===== src/sv/cafb_pkg.sv =====
// shared constants and types for the congestion aware flowlet balancer
// no dependencies

package cafb_pkg;

  localparam int unsigned Leaves = 4;
  localparam int unsigned Spines = 2;
  localparam int unsigned FlowletEntries = 1024;
  localparam int unsigned LinkCount = Leaves * Spines;
  localparam int unsigned LinkW = $clog2(LinkCount);
  localparam int unsigned SpineW = $clog2(Spines);
  localparam int unsigned FlIdxW = $clog2(FlowletEntries);

  localparam logic [31:0] HashMulA = 32'd2654435761;
  localparam logic [31:0] HashMulB = 32'd2246822519;
  localparam logic [31:0] MinFlowBytes = 32'd1000;
  localparam logic [16:0] CeOne = 17'd65536;

  typedef enum logic [1:0] {
    CfgGap   = 2'd0,
    CfgDelay = 2'd1,
    CfgIntv  = 2'd2,
    CfgQmax  = 2'd3
  } cfg_idx_e;

  // flowlet entry: valid, tag, last seen time, spine
  typedef struct packed {
    logic              valid;
    logic [31:0]       tag;
    logic [47:0]       seen;
    logic [SpineW-1:0] spine;
  } fl_entry_t;

  // divider request from the top level
  typedef struct packed {
    logic        start;
    logic [50:0] num;
    logic [31:0] den;
  } div_req_t;

endpackage


===== src/sv/cafb_div.sv =====
// restoring divider, one quotient bit per cycle, 17 bit quotient
// uses cafb_pkg

module cafb_div (
  input  logic              clk_i,
  input  logic              rst_ni,
  input  cafb_pkg::div_req_t req_i,
  output logic              done_o,
  output logic [16:0]       quot_o
);

  // num < den holds at start, so num fits 32 bits and num*2^16/den fits 16 bits
  logic [32:0] rem_q, rem_d;
  logic [50:0] num_q;
  logic [31:0] den_q;
  logic [4:0]  cnt_q;
  logic        busy_q;
  logic [16:0] quot_q;
  logic [33:0] trial;
  logic [33:0] shifted;

  always_comb begin
    shifted = {rem_q, num_q[50]};
    trial   = shifted - {2'b0, den_q};
    rem_d   = trial[33] ? shifted[32:0] : trial[32:0];
  end

  always_ff @(posedge clk_i or negedge rst_ni) begin
    if (!rst_ni) begin
      busy_q <= 1'b0;
      done_o <= 1'b0;
      cnt_q  <= '0;
    end else begin
      done_o <= 1'b0;
      if (req_i.start) begin
        busy_q <= 1'b1;
        cnt_q  <= 5'd0;
      end else if (busy_q) begin
        if (cnt_q == 5'd16) begin
          busy_q <= 1'b0;
          done_o <= 1'b1;
        end
        cnt_q <= cnt_q + 5'd1;
      end
    end
  end

  // datapath: remainder starts at num/2, then num bit 0 and 16 zeros are fed
  always_ff @(posedge clk_i) begin
    if (req_i.start) begin
      rem_q  <= {2'b0, req_i.num[31:1]};
      num_q  <= {req_i.num[0], 50'd0};
      den_q  <= req_i.den;
      quot_q <= '0;
    end else if (busy_q) begin
      rem_q  <= rem_d;
      num_q  <= {num_q[49:0], 1'b0};
      quot_q <= {quot_q[15:0], ~trial[33]};
    end
  end

  assign quot_o = quot_q;

endmodule

===== config.mk =====
export PLATFORM = sky130hd
export DESIGN_NAME = cafb_div
export DESIGN_NICKNAME = d
export VERILOG_FILES = /design/src/sv/cafb_pkg.sv /design/src/sv/cafb_div.sv
export SDC_FILE = /design/constraint.sdc
export NUM_CORES = 1
export LEC_CHECK = 0
export ABC_AREA = 1
export BUFFER_PORTS_ARGS = -buffer_cell sky130_fd_sc_hd__buf_4
export CAP_MARGIN = 20
export CELL_PAD_IN_SITES_DETAIL_PLACEMENT = 0
export CELL_PAD_IN_SITES_GLOBAL_PLACEMENT = 1
export CORE_MARGIN = 4
export CORE_UTILIZATION = 40
export CTS_CLUSTER_SIZE = 14
export DETAILED_ROUTE_END_ITERATION = 16
export PLACE_DENSITY_LB_ADDON = 0.1
export SLEW_MARGIN = 10
export SYNTH_ARGS = -nofsm -noshare
export SYNTH_HDL_FRONTEND = slang
export SYNTH_SLANG_ARGS = --single-unit

===== constraint.sdc =====
create_clock -name clk_i -period 2.5 [get_ports clk_i]
set_input_delay 0.5 -clock clk_i [delete_from_list [all_inputs] [get_ports clk_i]]
set_output_delay 0.5 -clock clk_i [all_outputs]
set_load 0.01 [all_outputs]

==> metrics <==
outcome completed; via count 5908; Pwr Density 1230 nW/um^2; DR vias/cell 4.63; Die Wd 135 um; critical path class flop to flop; TritonCTS clock tree done; DRC errors left 0; crit path max fanout 6; Layout Nets 1176; final WL 18500 um; antenna fix cells 0; worst endpoint required time 2.62 ns; share of cells above drive strength 1 24.2%; Max-cap violations 0; Final TNS setup 0 ns; DP Worst Slack 0.0123 ns; fillers 1639; leakage 4.24 nW; Tmin final 2.40 ns; top cell type's share of synthesized area 29.6%; R2R Setup Slk 0.1 ns; final hold violation count 0; H-tree levels 3; slew of the pin with the lowest slew margin 0.728 ns; pin count of the biggest net entering global routing 38; CTS root buffer clkbuf_16; flops & latches, synth 90; count of different cell masters after synthesis 41; Post-Syn Area 6490 um^2; num ports 104; VDD IR max 441 uV; CTS max path bufs 2; Post-synth EDFFs 64; max_slew headroom 51.4%; clock latency on the worst-skew pair 0.36 ns; row cnt 46; gr usage total 19.6%; hpwl dp 14000 um; sequential area share after synthesis 38.2%; Synth async-reset ratio 7.78%; wire per inst 14.5 um; Worst Clk Skew 0.0119 ns; Storage cell area 2480 um^2; Net Count, Synth 1031; ANT nets after route 0; met2 usage 32.1%; CTS Buf Count 9; Most Used Layer, Global Route met2; Power Total 10.5 mW; Ys Warns 0; Max Freq 0.416 GHz; synth cell count leaders nand2_1, inv_1, nand3_1; grt met1 use 26.6%; Placer Congestion 0.923; count leader, synth nand2_1; die area 18300 um^2; CP Launch Type flop; area of the multi-input gates 3650 um^2; core area 15900 um^2; area growth from synthesis to layout 31.7%; Syn Inst Count 910; met3 Use GR 3.23%; final setup vio count 0; Die Y 135 um; Top FF cell, synth edfxtp_1; Starting Density 40.8%; main area contributors after synthesis edfxtp_1, nand2_1, inv_1; area leader, netlist edfxtp_1; drt pass-1 iters 5; drt initial violations 346; Buffers on Ports 84; crit share post-route 96.1%; CTS sink cnt 90; Worst EP arrival 2.52 ns; initial antenna violation count 0; hold crit path type input port to flop; vias in the first global route 5635; final setup margin 0.0979 ns; Worst setup EP type flop; syn avg cell area 7.13 um^2; Clk pin slew, worst setup/hold paths 0.08 ns; first-pass GRT wire length 28100 um; Slew Limit Fails 0; GR Overflow Total 0
==> path summary, 6_finish.rpt <==
check | start | end | depth (start not counted)
worst min-delay path | req_i[7] | den_q[7]$_DFFE_PP_ | 1
worst min register to register | quot_o[16]$_SDFFE_PP0P_ | quot_o[16]$_SDFFE_PP0P_ | 2
worst max register to register | rem_q[18]$_DFFE_PP_ | rem_q[19]$_DFFE_PP_ | 14
worst max-delay path | rem_q[18]$_DFFE_PP_ | rem_q[19]$_DFFE_PP_ | 14
max in group asynchronous | rst_ni | cnt_q[0]$_DFFE_PN0P_ | 2
min in group asynchronous | rst_ni | cnt_q[3]$_DFFE_PN0P_ | 2
==> critical path: stages, from the launching register on <==
cell and delay (ns):
edfxtp_1 0.46, ha_4 0.30, nand2_2 0.08, inv_2 0.03, nand2_1 0.05, nand2_1 0.09
a21oi_2 0.19, nor2_2 0.06, nor2_4 0.25, nand2_8 0.11, nand2_8 0.14, clkbuf_16 0.17
nand3_1 0.07, nand3_1 0.09, nand2_1 0.06
==> cell families after synthesis <==
| group | Yosys count | share of synthesized area [%] |
|---|---|---|
| xor gates and xnor gates | 15 | 2.03 |
| and+or+nand+nor | 518 | 35.6 |
| adders and majority gates | 35 | 6.87 |
| DFF | 90 | 38.2 |
| buffers and inverters | 193 | 11.8 |
| AOI/OAI and AO/OA | 59 | 5.44 |
==> cells in the final DEF (no fill, tap or decap), drive strengths merged <==
master,instances
nand2,327
inv,180
buf,144
nand3,99
edfxtp,64
nor2,62
ha,34
a21oi,26
dfxtp,19
o22ai,15
xnor2,14
clkbuf,11
nand3b,10
o21ai,10
nor3,10
nand4,8
dfrtp,7
o21bai,5
clkinv,5
and2,3
a21boi,2
a21o,1
or2,1
xor2,1
fa,1
dlygate4sd3,1
==> metal layers <==
| metal | vias up | wire length [um] | part of all wire, % |
|---|---|---|---|
| li1 | 3162 | - | - |
| met1 | 2622 | 8730 | 47 |
| met2 | 99 | 8580 | 46 |
| met3 | 25 | 819 | 4.4 |
| met4 | 0 | 384 | 2.1 |
| met5 | - | 0 | 0 |
==> final cells by class <==
| type | instances | share of cell area (%) |
|---|---|---|
| repair buffers | 147 | 13.7 |
| flip-flops and latches | 90 | 29.0 |
| clock inverters | 7 | 0.952 |
| inverters | 178 | 7.82 |
| clock buffers | 9 | 2.64 |
| multi-input cells | 629 | 42.7 |
| well taps | 216 | 3.16 |
==> stage by stage <==
stage / hold WS [ns] / utilization, % / instance area [um^2] / cells
final: 0.308 / 53.8 / 8540 / 1276
after global placement: 0.318 / 48.5 / 7700 / 1247
after floorplan: 0.204 / - / 6490 / 910
after detailed placement: 0.318 / 48.5 / 7700 / 1247
after CTS: 0.289 / 50.5 / 8030 / 1264
after global routing: 0.296 / 53.8 / 8540 / 1276
==> power by group <==
group / internal, mW / switching (mW)
sequential: 2.04 / 0.279
combinational: 2.90 / 3.90
clock: 0.713 / 0.688
==> state kept, by name, indices dropped and copies added (netlist names) <==
signal  cells
rem_q      33
num_q       1
done_o      1
busy_q      1
cnt_q       5
quot_o     17
den_q      32
==> what timing repair did <==
| action | 4_1_cts | 5_1_grt |
|---|---|---|
| resized for setup | 1 | 61 |
| endpoints found under the hold margin | 7 | 0 |
| endpoints found under the setup margin | 2 | 33 |
| pin swaps | 0 | 19 |
| hold buffers | 1 | 0 |
| gates cloned | 0 | 4 |
| setup buffers | 0 | 8 |
(Power assumes the default switching activity.)
