<file path="config.mk">
export PLATFORM = sky130hd
export DESIGN_NAME = cafb_ram
export DESIGN_NICKNAME = d
export VERILOG_FILES = /design/src/sv/cafb_ram.sv
export SDC_FILE = /design/constraint.sdc
export NUM_CORES = 1
export LEC_CHECK = 0
export ABC_AREA = 1
export BUFFER_PORTS_ARGS = -buffer_cell sky130_fd_sc_hd__buf_2
export CAP_MARGIN = 25
export CORE_MARGIN = 1.5
export CORE_UTILIZATION = 30
export CTS_CLUSTER_SIZE = 25
export DETAILED_ROUTE_END_ITERATION = 10
export PLACE_DENSITY_LB_ADDON = 0.12
export SYNTH_ARGS = -nofsm -noshare
export SYNTH_HDL_FRONTEND = slang
export SYNTH_SLANG_ARGS = --single-unit
</file>
<file path="constraint.sdc">
create_clock -name clk_i -period 2.9 [get_ports clk_i]
set_input_delay 0.29 -clock clk_i [delete_from_list [all_inputs] [get_ports clk_i]]
set_output_delay 0.29 -clock clk_i [all_outputs]
set_load 0.1 [all_outputs]
</file>
<file path="src/sv/cafb_ram.sv">
// generic single port write, single port read ram with registered read
// no dependencies

module cafb_ram #(
  parameter int unsigned Width = 8,
  parameter int unsigned Depth = 16
) (
  input  logic                     clk_i,
  input  logic                     we_i,
  input  logic [$clog2(Depth)-1:0] waddr_i,
  input  logic [Width-1:0]         wdata_i,
  input  logic [$clog2(Depth)-1:0] raddr_i,
  output logic [Width-1:0]         rdata_o
);

  logic [Width-1:0] mem_q [Depth];

  always_ff @(posedge clk_i) begin
    if (we_i) begin
      mem_q[waddr_i] <= wdata_i;
    end
    rdata_o <= mem_q[raddr_i];
  end

endmodule

</file>
==> implementation parameters, run 1 <==
Parameter                              Value

Clock tree
  Setup repair bufs after CTS    0
  Number of buffers created by CTS    17
  H-Tree Level Count    4
  Clock slew at the register clock pins of the worst setup and hold paths    0.06 ns
  Quantity of hold-fixing buffers added after cts    0
  CTS tree    done
  CTS max path bufs    2
  Clk Tree Root Cell    clkbuf_16
  Sink count of the clock tree    136
  Clk Latency, worst-skew pair    ~0.42 ns
  Number of gates resized after cts    0

Pwr
  Worst-case vdd ir drop    419 uV
  Total power density per cell area    730 nW/um2
  Leak pwr    2.86 nW

Die
  Die H    around 140 um
  Core outline area    18800 um2
  Initial cell density of the core    0.307
  DIE AREA    20100 um2
  Horiz. Die Dim    142 um
  Row count    50
  Top-Level Pins    26

Critical path
  Crit-path leading delay family    buffers and inverters
  WP buf/inv    1
  Category of the worst setup path launch point    register
  Start of the worst register-to-register path    mem_q[1][6]$_DFFE_PP_
  Critical Path Sink Type    primary output
  Crit path arrival time    1.27 ns
  Worst endpoint required time    2.61 ns
  Max Fanout on Critical Path    1
  Cell breakdown of the critical path    buf_2
  CP startpoint    rdata_o[7]$_DFF_P_
  Maximum single-stage delay on the critical path    about 0.46 ns
  Master of the slowest instance on the critical path    buf_2
  Classification of the worst setup path    reg2out

STA
  Final max-slew violation count    0
  Post-layout minimum cycle time    1.56 ns
  Final Hold Fails    0
  Measured slew at the worst slew-check pin    0.927 ns
  Accumulated negative setup slack    0 ns
  Count of final setup violators    0
  Normalized max-slew margin    0.380
  Achievable frequency    0.643 GHz
  Portion of the clock cycle consumed by the worst path in the final layout    0.537
  Setup repair after global routing missed its margin    no
  Post-Route Skew    0.00431 ns
  Final setup slack of the worst path    1.34 ns

Place
  Weighted congestion at the end of routability-driven global placement    0.767
  Total of buffers placed on input and output ports    25
  Pre-CTS setup slack    1.07 ns
  HPWL after detailed placement    roughly 9000 um
  Cell Area, Placed    just over 6000 um2

Detailed routing
  Vias    3691
  Violation count after the first detailed-route iteration    434
  Detailed-route wire length per cell    18.0 um
  Per-cell via count in the routed design    4.47
  Final routed DRC violation total    0
  Total detailed-routing wirelength    14800 um
  First-pass iteration count of the detailed router    4
  Post-route ant nets    0

Flow run
  Max-cap viol count    0

Yosys
  Average size of a mapped cell    10.5 um2
  Number of unique standard cell types used by synthesis    12
  Mux contribution to synthesized area    0
  Xor/xnor cell area share of the yosys netlist    0
  YS warnings    0
  Mapped Cells    551
  Flop and latch count out of synthesis    136
  Register area share after synthesis    0.694
  Post-synthesis simple-gate area fraction    0.210
  Net Count, Synth    569
  Adder-cell area share of the yosys netlist    0
  Combinational family with the most area after synthesis    simple AND/OR/NAND/NOR gates
  Combined area of all synthesized cells    5770 um2
  Compound-gate portion of the synthesized area    0

Global routing
  Initial antenna violation count    0
  GRT Total Usage    0.159
  Vias in the first global route    3692
  Peak-usage layer in the global routing report    met2
  Aggregate global routing overflow    0
  Met2 layer usage reported by global route    0.250
  First-pass GRT wire length    22600 um
  Met1 track demand over resource in global routing    0.215
  Largest net degree at the start of global routing    65
  GRT met3 Usage    0.0375

Worst hold path
  Hold Path Class    in2reg
  Origin of the worst min-delay path    raddr_i[3]

Finish
  Post-Layout Inst Area    6720 um2
  Sequential Area    4000 um2
  Multi-input gate area in the final layout    roughly 1200 um2
  Number of inserted diodes    0
  Fill cell total of the finished layout    1879
  Fraction of layout instances using a drive strength above 1    0.108
  Area Overhead vs Synth    16.5%
  Total number of nets in the final design    596

Run status
  Run status    complete, no violations
-- cell usage in the layout (no fill, tap or decap), drive strengths merged --
cell type / count
edfxtp: 128
nand2: 173
dfxtp: 8
clkinvlp: 3
buf: 32
bufinv: 5
nand3b: 2
nor2: 17
inv: 102
nand3: 97
clkbuf: 18
clkinv: 6
-- synthesized netlist by cell type --
library cell / count / area [um2]
nor2_1: 17 / 63.8
nand3b_1: 2 / 15.0
buf_1: 1 / 3.75
dfxtp_1: 8 / 160
buf_6: 6 / 67.6
buf_2: 13 / 65.1
nand3_1: 97 / 485
buf_4: 4 / 30.0
inv_2: 2 / 7.51
nand2_1: 173 / 649
inv_1: 100 / 375
edfxtp_1: 128 / 3840
-- where the power goes --
group / switching [W] / internal (W) / total (W)
Clock: 0.000815 / 0.00152 / 0.00233
Combinational: 0.000287 / 0.0000737 / 0.000361
Sequential: 0.0000164 / 0.00220 / 0.00221
Total: 0.00112 / 0.00379 / 0.00491
-- routing by layer --
metal / share of wire / routed length [um] / up-vias
met3: 0.045 / 670 / 16
met4: 0.016 / 235 / 0
met5: 0 / 0 / -
li1: - / - / 1824
met2: 0.47 / 6990 / 92
met1: 0.47 / 6940 / 1759
-- path summary, 6_finish.rpt --
kind	to	slack, ns	cells after the start
worst max-delay path	rdata_o[7]	1.34	1
worst min-delay path	rdata_o[1]$_DFF_P_	0.25	3
worst max register to register	rdata_o[6]$_DFF_P_	1.80	6
worst min register to register	rdata_o[4]$_DFF_P_	0.66	6
-- worst register-to-register path: cells and delay by family (launching register included) --
kind | cells | cell delay, ns
buf+inv | 1 | 0.06
flops | 1 | 0.36
simple gates | 5 | 0.56
-- logic make-up (layout without fill, tap and decap cells) --
| group | after synthesis | in the layout |
|---|---|---|
| simple gates | 289 | 289 |
| flops | 136 | 136 |
| buf+inv | 126 | 166 |
-- registers in the layout, summed over array words and instances, names as in the netlist --
signal / cells
mem_q: 128
rdata_o: 8
-- final cells by class --
class | count | area share
Tap cell | 234 | 0.0436
Multi-Input combinational cell | 289 | 0.181
Inverter | 102 | 0.0570
Sequential cell | 136 | 0.596
Timing Repair Buffer | 32 | 0.0283
Clock inverter | 14 | 0.0305
Clock buffer | 18 | 0.0639
-- metrics by stage --
step	power (W)	std cells	hold WS (ns)	utilization
CTS	0.00495	825	0.221	0.358
detailed placement	0.00262	793	0.654	0.324
global route	0.00506	825	0.238	0.358
floorplan	0.00250	551	0.389	-
finish	0.00491	825	0.249	0.358
global placement	0.00262	793	0.640	0.324
Note: power is estimated with default switching activity, not from simulation.
==> inputs of run 2 (changes only) <==
--- a/config.mk
+++ b/config.mk
@@ -5,7 +5,7 @@
 export SDC_FILE = /design/constraint.sdc
 export NUM_CORES = 1
 export LEC_CHECK = 0
-export ABC_AREA = 1
+export ABC_AREA = 0
 export BUFFER_PORTS_ARGS = -buffer_cell sky130_fd_sc_hd__buf_2
 export CAP_MARGIN = 25
 export CORE_MARGIN = 1.5
==> constraint.sdc (replaced) <==
create_clock -name clk_i -period 1.55 [get_ports clk_i]
set_input_delay 0.155 -clock clk_i [delete_from_list [all_inputs] [get_ports clk_i]]
set_output_delay 0.155 -clock clk_i [all_outputs]
set_load 0.1 [all_outputs]
==> run 2 against run 1 <==
Effect of this change: non-clock buffer count up 16; utilization rose by 2.5 points; global-route usage down 2.6 points; die area decreased by 11%; count of clock-buffer cells in the layout grew 1.
==> implementation parameters, run 2 <==
Parameter                              Value

Critical path
  Crit path arrival time    1.25 ns (was 1.27 ns)
  Max Fanout on Critical Path    1 (unchanged)
  Cell breakdown of the critical path    buf_2 (unchanged)
  Worst endpoint required time    1.39 ns (was 2.61 ns)
  Classification of the worst setup path    reg2out (unchanged)
  Critical Path Sink Type    primary output (unchanged)
  WP buf/inv    1 (unchanged)
  Maximum single-stage delay on the critical path    0.45 ns (was 0.46 ns)
  Worst R2R Path Depth    3 (was 6)
  Category of the worst setup path launch point    register (unchanged)
  Instance count on the critical path    1 (unchanged)
  Crit-path leading delay family    buffers and inverters (unchanged)
  Master of the slowest instance on the critical path    buf_2 (unchanged)

Yosys
  Average size of a mapped cell    22.5 um2 (was 10.5 um2)
  Combinational family with the most area after synthesis    multiplexers (was simple AND/OR/NAND/NOR gates)
  Flop and latch count out of synthesis    136 (unchanged)
  Cell with the most instances after synthesis    edfxtp_1 (was nand2_1)
  Predominant post-synthesis flop cell    edfxtp_1 (unchanged)
  Number of unique standard cell types used by synthesis    19 (was 12)
  Xor/xnor cell area share of the yosys netlist    0 (unchanged)
  Commonest cells post-synth    edfxtp_1, mux4_2, a22oi_1 (was nand2_1, edfxtp_1, inv_1)
  Compound-gate portion of the synthesized area    0.0233 (was 0)
  Combined area of all synthesized cells    5150 um2 (was 5770 um2)
  Mux contribution to synthesized area    0.150 (was 0)
  Adder-cell area share of the yosys netlist    0 (unchanged)
  Area share of the largest cell type after synthesis    0.747 (was 0.667)
  Mapped Cells    229 (was 551)
  Count of flip-flops with a built-in enable after synthesis    128 (unchanged)
  Top cells by area, synth    edfxtp_1, mux4_2, mux4_1, dfxtp_1, a22oi_1 (was edfxtp_1, nand2_1, nand3_1, inv_1, dfxtp_1)
  Net Count, Synth    247 (was 569)
  Async SR Flop Fraction    0 (unchanged)
  Library cell occupying the most area in the post-synthesis netlist    edfxtp_1 (unchanged)
  Post-synthesis simple-gate area fraction    0.0318 (was 0.210)
  YS warnings    0 (unchanged)
  Register area share after synthesis    0.778 (was 0.694)

Finish
  Largest register by flop count    mem_q (unchanged)
  Largest registers    mem_q (128), rdata_o (8) (unchanged)
  Number of inserted diodes    0 (unchanged)
  Area Overhead vs Synth    24.3% (was 16.5%)
  Total number of nets in the final design    304 (was 596)
  Flip-flop count of the largest register, all copies and words added    128 (unchanged)
  Fraction of layout instances using a drive strength above 1    0.328 (was 0.108)
  Most common cell after layout, fill and taps aside    edfxtp_1 (was nand2_1)
  Commonest cells after routing, fill and taps aside    edfxtp_1, buf_2, buf_4, mux4_2, clkbuf_16 (was nand2_1, edfxtp_1, inv_1, nand3_1, buf_2)

Clock tree
  H-Tree Level Count    4 (unchanged)
  Number of buffers created by CTS    17 (unchanged)
  Setup repair bufs after CTS    0 (unchanged)
  Clk Latency, worst-skew pair    0.42 ns (about the same)
  Clock slew at the register clock pins of the worst setup and hold paths    0.06 ns (about the same)
  CTS max path bufs    2 (unchanged)
  Quantity of hold-fixing buffers added after cts    0 (unchanged)
  CTS tree    done (unchanged)
  Clk Tree Root Cell    clkbuf_16 (unchanged)
  Number of gates resized after cts    0 (unchanged)
  Sink count of the clock tree    136 (unchanged)

Detailed routing
  Violation count after the first detailed-route iteration    218 (was 434)
  Uppermost layer routed    met5 (was met4)
  Post-route ant nets    0 (unchanged)
  Per-cell via count in the routed design    4.70 (was 4.47)
  Total detailed-routing wirelength    10900 um (was 14800 um)
  First-pass iteration count of the detailed router    4 (unchanged)
  Routed length on met3    496 um (was 670 um)
  Detailed route wirelength on metal2    5270 um (was 6990 um)
  Vias    2438 (was 3691)
  Final routed DRC violation total    0 (unchanged)
  Routed metal-1 wirelength    4920 um (was 6940 um)
  Detailed-route wire length per cell    20.9 um (was 18.0 um)

Global routing
  Aggregate global routing overflow    0 (unchanged)
  Vias in the first global route    2587 (was 3692)
  Initial antenna violation count    1 (was 0)
  First-pass GRT wire length    16300 um (was 22600 um)
  Largest net degree at the start of global routing    22 (was 65)
  GRT Total Usage    0.133 (was 0.159)

Die
  Top-Level Pins    26 (unchanged)
  Die H    134 um (was 142 um)
  Horiz. Die Dim    134 um (was 142 um)
  Row count    47 (was 50)
  Core outline area    16700 um2 (was 18800 um2)
  Initial cell density of the core    0.308 (was 0.307)
  DIE AREA    18000 um2 (was 20100 um2)

Place
  Total of buffers placed on input and output ports    25 (unchanged)
  HPWL after detailed placement    7040 um (was 8960 um)
  Weighted congestion at the end of routability-driven global placement    0.694 (was 0.767)

STA
  Final max-slew violation count    0 (unchanged)
  Normalized max-slew margin    0.416 (was 0.380)
  Achievable frequency    roughly 0.7 GHz
  Count of final setup violators    0 (unchanged)
  Final Hold Fails    0 (unchanged)
  Post-layout minimum cycle time    1.41 ns
  Hold Worst Slack    0.126 ns (was 0.249 ns)
  Setup repair after global routing missed its margin    no (unchanged)
  Post-Route Skew    0.00898 ns (was 0.00431 ns)
  Portion of the clock cycle consumed by the worst path in the final layout    0.908
  Measured slew at the worst slew-check pin    0.873 ns (was 0.927 ns)

Worst hold path
  Hold Path Class    in2reg (unchanged)
  Count of cells along the worst hold path    1 (was 3)

Pwr
  Overall power after layout    0.00951 W (was 0.00491 W)
  Worst-case vdd ir drop    744 uV (was 419 uV)
  Leak pwr    2.17 nW (was 2.86 nW)
  Total power density per cell area    1490 nW/um2 (was 730 nW/um2)

Flow run
  Max-cap viol count    0 (unchanged)

Run status
  Run status    complete, no violations (unchanged)
## run 2: path summary, 6_finish.rpt
kind	start	end	slack, ns
hold / removal	wdata_i[3]	mem_q[4][3]$_DFFE_PP_	0.13
hold reg to reg	mem_q[7][1]$_DFFE_PP_	rdata_o[1]$_DFF_P_	0.67
setup reg to reg	mem_q[9][5]$_DFFE_PP_	rdata_o[5]$_DFF_P_	0.16
setup / recovery	rdata_o[5]$_DFF_P_	rdata_o[5]	0.14
## run 2: cell families after synthesis
| kind of cell | Yosys count |
|---|---|
| multiplexers | 32 |
| AND/OR/NAND/NOR | 35 |
| buffers and inverters | 10 |
| AO/OA/AOI/OAI | 16 |
| flip-flops | 136 |
## run 2: metal layers
layer  GRT usage  up-vias
met4      0.0525        2
met3      0.0454       13
met1       0.174     1279
li1            -     1086
met5           0        -
met2       0.205       58
## run 2: through the flow
stage	util	TNS [ns]	cell area [um2]	worst slack, ns	instances
after floorplan	-	0	5150	0.129	229
after global placement	0.341	-0.203	5690	-0.0825	487
after detailed placement	0.341	-0.207	5690	-0.0796	487
after CTS	0.383	0	6400	0.0974	519
after global routing	0.383	0	6400	0.0961	519
final	0.383	0	6400	0.142	519
## run 2: final cells by class
type,count,area (um2)
Fill cell,1527,10300
Sequential cell,136,4000
Multi-Input combinational cell,83,1060
Clock buffer,19,433
Timing Repair Buffer,48,348
Tap cell,220,275
Clock inverter,13,274
## run 2: where the power goes
part / internal (W) / switching (W)
Clock: 0.00334 / 0.00146
Sequential: 0.00411 / 0.0000279
Combinational: 0.000179 / 0.000398
Total: 0.00763 / 0.00188
==> inputs of run 3 (changes only) <==
--- a/config.mk
+++ b/config.mk
@@ -13,6 +13,7 @@
 export CTS_CLUSTER_SIZE = 25
 export DETAILED_ROUTE_END_ITERATION = 10
 export PLACE_DENSITY_LB_ADDON = 0.12
+export RECOVER_POWER = 100
 export SYNTH_ARGS = -nofsm -noshare
 export SYNTH_HDL_FRONTEND = slang
 export SYNTH_SLANG_ARGS = --single-unit
==> run 3 against run 2 <==
Effect of this change: flip-flop and latch count stayed put; critical endpoint unchanged; register-to-register slack barely moved; setup slack got worse by 0.030 ns; via count down 0.53%; final area is 1.2% lower; global-route usage did not move; utilization down 0.45 points; critical path type unchanged; combinational power decreased by 2%.
==> implementation parameters, run 3 (same netlist as run 2, synthesis figures left out) <==
Parameter                              Value

Global routing
  Initial antenna violation count    0 (was 1)
  Vias in the first global route    2587 (unchanged)
  GRT Total Usage    0.133 (unchanged)
  Largest net degree at the start of global routing    22 (unchanged)
  Aggregate global routing overflow    0 (unchanged)
  First-pass GRT wire length    16300 um (unchanged)

STA
  Portion of the clock cycle consumed by the worst path in the final layout    0.927 (was 0.908)
  Final max-slew violation count    0 (unchanged)
  Setup repair after global routing missed its margin    no (unchanged)
  Normalized max-slew margin    0.430 (was 0.416)
  Accumulated negative setup slack    0 ns (unchanged)
  Post-Route Skew    0.00477 ns (was 0.00898 ns)
  Hold Worst Slack    0.269 ns (was 0.126 ns)
  Count of final setup violators    0 (unchanged)
  Achievable frequency    0.696 GHz (was 0.710 GHz)
  Post-layout minimum cycle time    1.44 ns (was 1.41 ns)
  Final Hold Fails    0 (unchanged)
  Measured slew at the worst slew-check pin    0.851 ns (was 0.873 ns)
  Final setup slack of the worst path    0.113 ns (was 0.142 ns)

Place
  Weighted congestion at the end of routability-driven global placement    0.694 (unchanged)
  Placed Cells incl. Taps    487 (unchanged)
  Total of buffers placed on input and output ports    25 (unchanged)
  Pre-CTS setup slack    -0.0796 ns (unchanged)
  HPWL after detailed placement    7040 um (unchanged)

Clock tree
  Clk Latency, worst-skew pair    0.41 ns (was 0.42 ns)
  Number of gates resized after cts    0 (unchanged)
  Setup repair bufs after CTS    0 (unchanged)
  Number of buffers created by CTS    17 (unchanged)
  Sink count of the clock tree    136 (unchanged)
  Clock slew at the register clock pins of the worst setup and hold paths    0.05 ns (was 0.06 ns)
  CTS tree    done (unchanged)
  Quantity of hold-fixing buffers added after cts    0 (unchanged)
  H-Tree Level Count    4 (unchanged)
  Clk Tree Root Cell    clkbuf_16 (unchanged)
  CTS max path bufs    2 (unchanged)

Critical path
  Master of the slowest instance on the critical path    clkbuf_2 (was buf_2)
  Critical Path Sink Type    primary output (unchanged)
  WP buf/inv    1 (unchanged)
  Crit-path leading delay family    buffers and inverters (unchanged)
  Worst endpoint required time    1.39 ns (about the same)
  Crit path arrival time    1.28 ns (was 1.25 ns)
  Cell breakdown of the critical path    clkbuf_2 (was buf_2)
  Category of the worst setup path launch point    register (unchanged)
  Maximum single-stage delay on the critical path    0.49 ns (was 0.45 ns)
  Max Fanout on Critical Path    1 (unchanged)
  Classification of the worst setup path    reg2out (unchanged)

Die
  Row count    47 (unchanged)
  DIE AREA    18000 um2 (unchanged)
  Top-Level Pins    26 (unchanged)
  Horiz. Die Dim    134 um (unchanged)
  Initial cell density of the core    0.308 (unchanged)
  Die H    134 um (unchanged)
  Core outline area    16700 um2 (unchanged)

Finish
  Number of non-filler instances in the completed layout    519 (unchanged)
  Flip-flop count of the largest register, all copies and words added    128 (unchanged)
  Post-route core utilization    0.378 (was 0.383)
  Commonest cells after routing, fill and taps aside    edfxtp_1, clkbuf_1, mux4_2, clkbuf_16, a22oi_1 (was edfxtp_1, buf_2, buf_4, mux4_2, clkbuf_16)
  Fraction of layout instances using a drive strength above 1    0.244 (was 0.328)
  Largest registers    mem_q (128), rdata_o (8) (unchanged)
  Area Overhead vs Synth    22.8% (was 24.3%)
  Number of inserted diodes    0 (unchanged)
  Multi-input gate area in the final layout    1060 um2 (about the same)
  Fill cell total of the finished layout    1546 (was 1527)
  Largest register by flop count    mem_q (unchanged)
  Most common cell after layout, fill and taps aside    edfxtp_1 (unchanged)
  Sequential Area    4000 um2 (unchanged)
  Total number of nets in the final design    304 (unchanged)

Pwr
  Worst-case vdd ir drop    739 uV (was 744 uV)
  Total power density per cell area    1500 nW/um2 (was 1490 nW/um2)
  Leak pwr    2.08 nW (was 2.17 nW)

Worst hold path
  Hold Path Class    in2reg (unchanged)

Detailed routing
  Total detailed-routing wirelength    10900 um (about the same)
  Vias    2425 (was 2438)
  Final routed DRC violation total    0 (unchanged)
  Violation count after the first detailed-route iteration    215 (was 218)
  Post-route ant nets    0 (unchanged)
  First-pass iteration count of the detailed router    4 (unchanged)
  Per-cell via count in the routed design    4.67 (was 4.70)
  Detailed-route wire length per cell    21.0 um (was 20.9 um)

Flow run
  Max-cap viol count    0 (unchanged)

Run status
  Run status    complete, no violations (unchanged)
[run 3: changes by cell type in the layout (fill, tap and decap cells not counted), sizes merged]
cell / before / now
buf: 48 / 13
clkbuf: 19 / 54
[run 3: final cells by class]
class,count,area share
multi-input combinational,83,0.167
sequential,136,0.633
tap,220,0.0435
clock buffer,19,0.0685
clock inverter,13,0.0433
timing repair buffer,48,0.0439
[run 3: metal layers]
metal	part of all wire	vias to the layer above	GRT usage	routed length, um
li1	-	1085	-	-
met1	0.46	1279	0.174	4970
met2	0.49	54	0.205	5310
met3	0.046	7	0.0454	504
met4	0.011	0	0.0525	122
met5	0	-	0	0
[run 3: through the flow]
stage / power, W / cell area (um2)
after floorplan: 0.00459 / 5150
after global placement: 0.00481 / 5690
after detailed placement: 0.00481 / 5690
after CTS: 0.00959 / 6400
after global routing: 0.00978 / 6320
final: 0.00950 / 6320
[run 3: report_power, final]
group	internal, W	switching [W]
Clock	0.00334	0.00145
Combinational	0.000168	0.000398
Sequential	0.00411	0.0000289
[run 3: path summary, 6_finish.rpt]
check / startpoint / endpoint / slack (ns) / cells past startpoint
max: rdata_o[5]$_DFF_P_ / rdata_o[5] / 0.11 / 1
min: wdata_i[2] / mem_q[15][2]$_DFFE_PP_ / 0.27 / 1
max reg2reg: mem_q[9][5]$_DFFE_PP_ / rdata_o[5]$_DFF_P_ / 0.16 / 3
min reg2reg: mem_q[7][1]$_DFFE_PP_ / rdata_o[1]$_DFF_P_ / 0.67 / 3
